<file path="src/sv/cfwsm_pkg.sv">
// Package for the case-fold window string matcher: codes, constants and shared types.
`timescale 1ns / 1ps
package cfwsm_pkg;

  localparam logic [7:0]  NEWLINE_BYTE = 8'd10;
  localparam logic [7:0]  BINARY_BYTE  = 8'd26;
  localparam logic [7:0]  CASE_OFFSET  = 8'd32;
  localparam logic [7:0]  UPPER_FIRST  = 8'h41;
  localparam logic [7:0]  UPPER_LAST   = 8'h5A;
  localparam logic [31:0] LINE_MAX     = 32'hFFFF_FFFF;

  localparam int REG_BYTES   = 16;
  localparam int CFG_ADDR_W  = 2;
  localparam int CFG_DATA_W  = 64;
  localparam int LEN_W       = 5;

  typedef enum logic [CFG_ADDR_W-1:0] {
    CFG_PATTERN_LOW    = 2'd0,
    CFG_PATTERN_HIGH   = 2'd1,
    CFG_PATTERN_LENGTH = 2'd2,
    CFG_ALLOW_BINARY   = 2'd3
  } cfg_addr_t;

  typedef struct packed {
    logic [REG_BYTES-1:0][7:0] pattern;
    logic [LEN_W-1:0]          length;
    logic                      allow_binary;
  } cfg_t;

  function automatic logic is_upper(input logic [7:0] c);
    return (c >= UPPER_FIRST) && (c <= UPPER_LAST);
  endfunction

  function automatic logic fold_equal(input logic [7:0] w, input logic [7:0] p);
    return (w == p)
        || (is_upper(w) && ((w + CASE_OFFSET) == p))
        || (is_upper(p) && ((p + CASE_OFFSET) == w));
  endfunction

endpackage

</file>
<file path="src/sv/case_fold_window_string_matcher.sv">
// Top level of the case-fold sliding-window string matcher.
`timescale 1ns / 1ps
// One byte per request, one result per request, one request per cycle sustained.
// A request is captured in the input register at its accept edge and is
// evaluated combinationally (window shift, parallel case-folded compare of
// all pattern lanes, line count and binary tracking) into the output register,
// which loads as the input register advances. Both register stages move
// while the output is taken, so backpressure only stalls when the output
// register is held.
// Configuration writes take effect at the next clock edge and belong to idle time.
module case_fold_window_string_matcher
  import cfwsm_pkg::*;
#(
  parameter int MAX_PATTERN = 16
) (
  input  logic                  clk,
  input  logic                  rst_n,
  input  logic                  in_tvalid,
  output logic                  in_tready,
  input  logic [7:0]            in_tdata,   // [7:0] data_byte
  input  logic [0:0]            in_tuser,   // [0] start_of_file
  output logic                  out_tvalid,
  input  logic                  out_tready,
  output logic [39:0]           out_tdata,  // [0] match, [32:1] line_number,
                                            // [33] binary_seen, [34] skipped, rest 0
  input  logic                  cfg_wr_en,
  input  logic [CFG_ADDR_W-1:0] cfg_addr,
  input  logic [CFG_DATA_W-1:0] cfg_wdata
);

  cfg_t cfg;

  cfwsm_cfg_regs u_cfg (
    .clk      (clk),
    .rst_n    (rst_n),
    .cfg_wr_en(cfg_wr_en),
    .cfg_addr (cfg_addr),
    .cfg_wdata(cfg_wdata),
    .cfg      (cfg)
  );

  // input register
  logic       s1_valid_r;
  logic [7:0] s1_byte_r;
  logic       s1_sof_r;
  logic       s1_adv;

  assign s1_adv    = s1_valid_r && (!out_tvalid || out_tready);
  assign in_tready = !s1_valid_r || s1_adv;

  always_ff @(posedge clk) begin
    if (!rst_n) begin
      s1_valid_r <= 1'b0;
    end else if (in_tready) begin
      s1_valid_r <= in_tvalid;
    end
  end

  always_ff @(posedge clk) begin
    if (in_tvalid && in_tready) begin
      s1_byte_r <= in_tdata;
      s1_sof_r  <= in_tuser[0];
    end
  end

  // file state
  logic [MAX_PATTERN-1:0][7:0] win_r, win_base, win_shift, win_nxt;
  logic [31:0]                 line_r, line_base, line_nxt;
  logic                        bin_r, bin_base, bin_nxt;
  logic                        ab_r, ab_base, ab_nxt;
  logic                        cmp_hit, hit_nxt;

  always_comb begin
    win_base  = s1_sof_r ? '0 : win_r;
    line_base = s1_sof_r ? 32'd1 : line_r;
    bin_base  = s1_sof_r ? 1'b0 : bin_r;
    ab_base   = s1_sof_r ? 1'b0 : ab_r;

    win_shift[0] = s1_byte_r;
    for (int k = 1; k < MAX_PATTERN; k++) begin
      win_shift[k] = win_base[k-1];
    end
  end

  cfwsm_lane_cmp #(
    .MAX_PATTERN(MAX_PATTERN)
  ) u_cmp (
    .win    (win_shift),
    .pattern(cfg.pattern),
    .length (cfg.length),
    .hit    (cmp_hit)
  );

  always_comb begin
    line_nxt = line_base;
    bin_nxt  = bin_base;
    ab_nxt   = ab_base;
    win_nxt  = win_base;
    hit_nxt  = 1'b0;
    if (!ab_base) begin
      if (s1_byte_r == NEWLINE_BYTE && line_base != LINE_MAX) begin
        line_nxt = line_base + 32'd1;
      end
      if (s1_byte_r == BINARY_BYTE) begin
        bin_nxt = 1'b1;
        ab_nxt  = !cfg.allow_binary;
      end
      if (!ab_nxt) begin
        win_nxt = win_shift;
        hit_nxt = cmp_hit;
      end
    end
  end

  always_ff @(posedge clk) begin
    if (!rst_n) begin
      win_r  <= '0;
      line_r <= 32'd1;
      bin_r  <= 1'b0;
      ab_r   <= 1'b0;
    end else if (s1_adv) begin
      win_r  <= win_nxt;
      line_r <= line_nxt;
      bin_r  <= bin_nxt;
      ab_r   <= ab_nxt;
    end
  end

  // output register
  logic        out_valid_r;
  logic [39:0] out_data_r;

  always_ff @(posedge clk) begin
    if (!rst_n) begin
      out_valid_r <= 1'b0;
    end else if (!out_valid_r || out_tready) begin
      out_valid_r <= s1_valid_r;
    end
  end

  always_ff @(posedge clk) begin
    if (s1_adv) begin
      out_data_r <= {5'd0, ab_nxt, bin_nxt, line_nxt, hit_nxt};
    end
  end

  assign out_tvalid = out_valid_r;
  assign out_tdata  = out_data_r;

  // checks
  a_skip_implies_binary: assert property (@(posedge clk) disable iff (!rst_n)
    out_tvalid |-> (!out_tdata[34] || out_tdata[33]))
    else $error("skipped without binary_seen");

  a_no_match_when_skipped: assert property (@(posedge clk) disable iff (!rst_n)
    out_tvalid |-> !(out_tdata[0] && out_tdata[34]))
    else $error("match reported on abandoned file");

  a_line_nonzero: assert property (@(posedge clk) disable iff (!rst_n)
    out_tvalid |-> (out_tdata[32:1] != 32'd0))
    else $error("line number zero");

  a_stall_blocks_input: assert property (@(posedge clk) disable iff (!rst_n)
    (s1_valid_r && out_tvalid && !out_tready) |-> !in_tready)
    else $error("input accepted while pipeline full");

  a_abandon_freezes_state: assert property (@(posedge clk) disable iff (!rst_n)
    (s1_adv && ab_r && !s1_sof_r) |=> ($stable(line_r) && $stable(win_r)))
    else $error("state changed on abandoned file");

endmodule

</file>
<file path="src/sv/cfwsm_cfg_regs.sv">
// Configuration register file: pattern bytes, pattern length, binary policy.
`timescale 1ns / 1ps
module cfwsm_cfg_regs
  import cfwsm_pkg::*;
(
  input  logic                  clk,
  input  logic                  rst_n,
  input  logic                  cfg_wr_en,
  input  logic [CFG_ADDR_W-1:0] cfg_addr,
  input  logic [CFG_DATA_W-1:0] cfg_wdata,
  output cfg_t                  cfg
);

  logic [63:0]      pat_lo_r;
  logic [63:0]      pat_hi_r;
  logic [LEN_W-1:0] len_r;
  logic             allow_r;

  always_ff @(posedge clk) begin
    if (!rst_n) begin
      pat_lo_r <= '0;
      pat_hi_r <= '0;
      len_r    <= LEN_W'(1);
      allow_r  <= 1'b0;
    end else if (cfg_wr_en) begin
      case (cfg_addr_t'(cfg_addr))
        CFG_PATTERN_LOW:    pat_lo_r <= cfg_wdata;
        CFG_PATTERN_HIGH:   pat_hi_r <= cfg_wdata;
        CFG_PATTERN_LENGTH: len_r    <= cfg_wdata[LEN_W-1:0];
        CFG_ALLOW_BINARY:   allow_r  <= cfg_wdata[0];
        default: begin
        end
      endcase
    end
  end

  assign cfg.pattern      = {pat_hi_r, pat_lo_r};
  assign cfg.length       = len_r;
  assign cfg.allow_binary = allow_r;

endmodule

</file>
<file path="src/sv/cfwsm_lane_cmp.sv">
// Parallel case-folded compare of the window against the pattern, one lane per byte.
`timescale 1ns / 1ps
module cfwsm_lane_cmp
  import cfwsm_pkg::*;
#(
  parameter int MAX_PATTERN = 16
) (
  input  logic [MAX_PATTERN-1:0][7:0] win,      // index 0 is the newest byte
  input  logic [REG_BYTES-1:0][7:0]   pattern,
  input  logic [LEN_W-1:0]            length,
  output logic                        hit
);

  localparam int LW = $clog2(MAX_PATTERN + 1);
  localparam int IW = (LW > 4) ? LW : 4;

  logic [LW-1:0]          eff_len;
  logic [MAX_PATTERN-1:0] lane_ok;

  always_comb begin
    if (length == '0) begin
      eff_len = LW'(1);
    end else if (32'(length) > 32'(MAX_PATTERN)) begin
      eff_len = LW'(MAX_PATTERN);
    end else begin
      eff_len = LW'(length);
    end
  end

  // lane k holds the byte k places back; it meets pattern byte len-1-k
  for (genvar k = 0; k < MAX_PATTERN; k++) begin : g_lane
    logic [IW-1:0] pidx;
    logic [7:0]    pbyte;
    logic          in_use;

    always_comb begin
      in_use = 32'(k) < 32'(eff_len);
      pidx   = IW'(eff_len) - IW'(k) - IW'(1);
      if ({1'b0, pidx} < (IW + 1)'(REG_BYTES)) begin
        pbyte = pattern[pidx[3:0]];
      end else begin
        pbyte = 8'd0;
      end
      lane_ok[k] = !in_use || fold_equal(win[k], pbyte);
    end
  end

  assign hit = &lane_ok;

endmodule
</file>
<file path="config.mk">
export PLATFORM = sky130hd
export DESIGN_NAME = case_fold_window_string_matcher
export DESIGN_NICKNAME = d
export VERILOG_FILES = /design/src/sv/cfwsm_pkg.sv /design/src/sv/case_fold_window_string_matcher.sv /design/src/sv/cfwsm_cfg_regs.sv /design/src/sv/cfwsm_lane_cmp.sv
export SDC_FILE = /design/constraint.sdc
export NUM_CORES = 1
export LEC_CHECK = 0
export ABC_AREA = 1
export BUFFER_PORTS_ARGS = -buffer_cell sky130_fd_sc_hd__buf_2
export CAP_MARGIN = 20
export CORE_ASPECT_RATIO = 1.5
export CORE_MARGIN = 3
export CORE_UTILIZATION = 44
export CTS_BUF_LIST = sky130_fd_sc_hd__clkbuf_4 sky130_fd_sc_hd__clkbuf_8
export DETAILED_ROUTE_END_ITERATION = 7
export PLACE_DENSITY = 0.62
export SLEW_MARGIN = 20
export SYNTH_ARGS = -nofsm -noshare
export SYNTH_HDL_FRONTEND = slang
export SYNTH_SLANG_ARGS = --single-unit
</file>
<file path="constraint.sdc">
create_clock -name clk -period 4.71 [get_ports clk]
set_clock_uncertainty 0.2 [all_clocks]
set_input_delay 0.942 -clock clk [delete_from_list [all_inputs] [get_ports clk]]
set_output_delay 0.942 -clock clk [all_outputs]
set_load 0.1 [all_outputs]
</file>
==> impl_metrics.json <==
{
  "status": "finished clean",
  "multi_input_area_mm2": 0.0170,
  "dr.pass1.iters": 8,
  "initialDrtViolationCount": 3705,
  "ys_seq_area_share_pct": 26.1,
  "viasPerCell": 5.89,
  "dieArea_mm2": 0.0651,
  "wl_per_cell_um": 24.9,
  "ys_ff_latch": 334,
  "maxSlewViolCount": 0,
  "post_dp_cell_area_mm2": 0.0287,
  "fin_setup_tns_ns": 0,
  "synth_xor_xnor_area_share_pct": 4.53,
  "yosys.area_share.simple_pct": 40.7,
  "synth_flop_cell": "dfxtp_1",
  "drc": 0,
  "power_leakage_nw": 14.2,
  "mostFrequentLayoutCells": "nand2_1 (1039), nand3_1 (970), inv_1 (527)",
  "synth_edf_count": 44,
  "yosys-top-cells-area": "dfxtp_1 (21%), nand3_1 (18%), nand2_1 (14%), inv_1 (7.3%), o21ai_0 (6.9%)",
  "reg2reg_depth": 25,
  "cts.clk_slew.worst_paths_ns": 0.09,
  "power_density_mw_per_mm2": 317,
  "synth_cell_types": 55,
  "syn_avg_cell_area_um2": 5.87,
  "numPortBuffers": 116,
  "ant_nets": 0,
  "clockBufferDepth": 3,
  "post-route-min-period_ns": 4.55,
  "insertion_delay_ns": 0.72,
  "clock_sink_count": 334,
  "max_cap_viol_count": 0,
  "rows": 111,
  "worstSetupPathType": "reg -> reg",
  "register_area_mm2": 0.00713,
  "grt_max_degree": 225,
  "fin_crit_sh_pct": 96.5,
  "critPathArrivalTime_ns": 4.94,
  "fillers": 6789,
  "max-slew-margin-rel_pct": 31.5,
  "yosysTopAreaCell": "dfxtp_1",
  "worstMarginPinSlew_ns": 1.03,
  "synth_warnings": 0,
  "dp_hpwl_um": 109000,
  "min_path_type": "in -> reg",
  "cts_made_buffers": 55,
  "setup_ws_ns": 0.163,
  "synth_compound_gate_area_share_pct": 14.6,
  "vias": 32359,
  "die_h_um": 311,
  "whs_ns": 0.204,
  "reg2reg_slack_ns": 0.16,
  "nets": 4795,
  "area_growth_pct": 9.90,
  "whs_path_depth": 1,
  "rsz0062_at_grt": "no",
  "design_area_mm2": 0.0300,
  "synth_top_family_by_area": "simple AND/OR/NAND/NOR gates",
  "finalHoldViolCount": 0,
  "endpoint_kind": "flip-flop",
  "initial_utilization_pct": 44.5,
  "die_x_um": 209,
  "ioPinCount": 122,
  "start_kind": "flip-flop",
  "tritoncts": "built",
  "syn_inst": 4641,
  "dpl_worst_slack_ns": 0.191,
  "grt_pass1_vias": 29599,
  "htreeDepth": 2,
  "layout-drive-gt1-share_pct": 8.04,
  "timing.fmax_mhz": 220,
  "grtUsageTotal_pct": 40.4,
  "drt_wl_total_um": 137000,
  "synthArstFlopShare_pct": 0,
  "synth_area_mm2": 0.0273,
  "crit_required_ns": 5.11,
  "total_power_mw": 9.51,
  "layout_commonest_cell": "nand2_1",
  "root_buffer": "clkbuf_8",
  "finalSetupViolations": 0,
  "grt_pass1_wl_um": 197000,
  "gp_congestion": 1.20,
  "grt-ovfl-total": 0,
  "synthAdderAreaFrac_pct": 2.25,
  "worstPathMaxFanout": 16,
  "core_area_mm2": 0.0612,
  "peakVddDrop_mv": 0.236,
  "yosys.area.top_type_share_pct": 21.3,
  "antenna_found_initial": 5,
  "synthMuxAreaShare_pct": 0
}
[synth_stat cells (all sizes together) (2+ instances only)]
cell,instances
nand2,1050
nand3,972
inv,544
nor2,389
o21ai,388
a21oi,317
dfxtp,290
clkbuf,158
buf,112
xor2,102
nand4,66
ha,49
edfxtp,44
nor3,32
xnor2,27
o211ai,15
nand3b,14
a311oi,7
o22ai,7
or2,7
clkinv,5
o21a,5
o31ai,5
a21boi,4
a31oi,4
and2,4
nor4,4
xnor3,4
a211oi,2
[state kept, by name, indices dropped and copies added, names as in the netlist, 5 cells and up]
signal / flops
u_cfg.pat_lo_r: 64
u_cfg.pat_hi_r: 64
out_tdata: 35
win_r: 120
line_r: 32
u_cfg.len_r: 5
s1_byte_r: 8
[final cells by class]
cell class	instances	share of cell area (%)
sequential	334	23.8
clock inverter	13	0.643
clock buffer	82	3.39
antenna	3	0.0251
timing repair buffer	234	5.25
inverter	549	6.89
multi-input combinational	3492	56.7
tap	791	3.30
[where the power goes]
group / switching, mW / total [mW] / internal [mW]
Clock: 1.33 / 2.94 / 1.60
Combinational: 2.54 / 3.44 / 0.907
Sequential: 0.0959 / 3.13 / 3.04
[final timing paths]
check	from	to
worst max-delay path	u_cfg.len_r[2]$_SDFFE_PN0P_	out_tdata[0]$_SDFFCE_PP0P_
worst min-delay path	in_tdata[0]	s1_byte_r[0]$_DFFE_PP_
worst max register to register	u_cfg.len_r[2]$_SDFFE_PN0P_	out_tdata[0]$_SDFFCE_PP0P_
worst min register to register	win_r[4]$_SDFFE_PN0P_	win_r[4]$_SDFFE_PN0P_
[layer usage]
layer,wire [um],part of all wire [%],global-route usage (%)
met4,14200,10,32.2
met1,50000,37,46.3
met3,10100,7.4,6.39
met2,62400,46,66.2
met5,13,0.0095,0
[stage by stage]
step	utilization, %	cells
3_3_place_gp	46.9	5400
3_5_place_dp	46.9	5400
2_1_floorplan	-	4645
4_1_cts	48.9	5495
5_1_grt	48.9	5497
6_report	48.9	5498
[critical path, cell delays in order, from the launching register on]
cell and delay (ns):
dfxtp_1 0.39, nor2_2 0.17, nand3_2 0.13, nand2_4 0.26, ha_2 0.37, nor2_1 0.11
nand2_1 0.09, inv_1 0.19, nand2_1 0.15, nand2_1 0.23, nand3_1 0.13, nand3_1 0.27
inv_1 0.11, ha_1 0.30, xnor2_1 0.13, nor2_1 0.11, nand3_1 0.08, nor2_1 0.11
nand3_1 0.08, nand2_1 0.07, nand2_1 0.08, nand2_1 0.07, nand3_1 0.12, nor2_1 0.28
nand2_1 0.12, nor2_1 0.09
[logic make-up (layout without fill, tap and decap cells)]
group           count (synthesis)  count (layout)
buf+inv                       819             878
xor+xnor                      133             133
flops                         334             334
other cells                     1               8
compound gates                764             764
simple gates                 2541            2541
fa+ha+maj                      49              49
[what timing repair did]
| action | in CTS | in global routing |
|---|---|---|
| hold buffers | 0 | 0 |
| gates resized for setup | 0 | 1 |
| buffers inserted | 0 | 0 |
| setup endpoints to repair | 0 | 1 |
(Power assumes the default switching activity.)
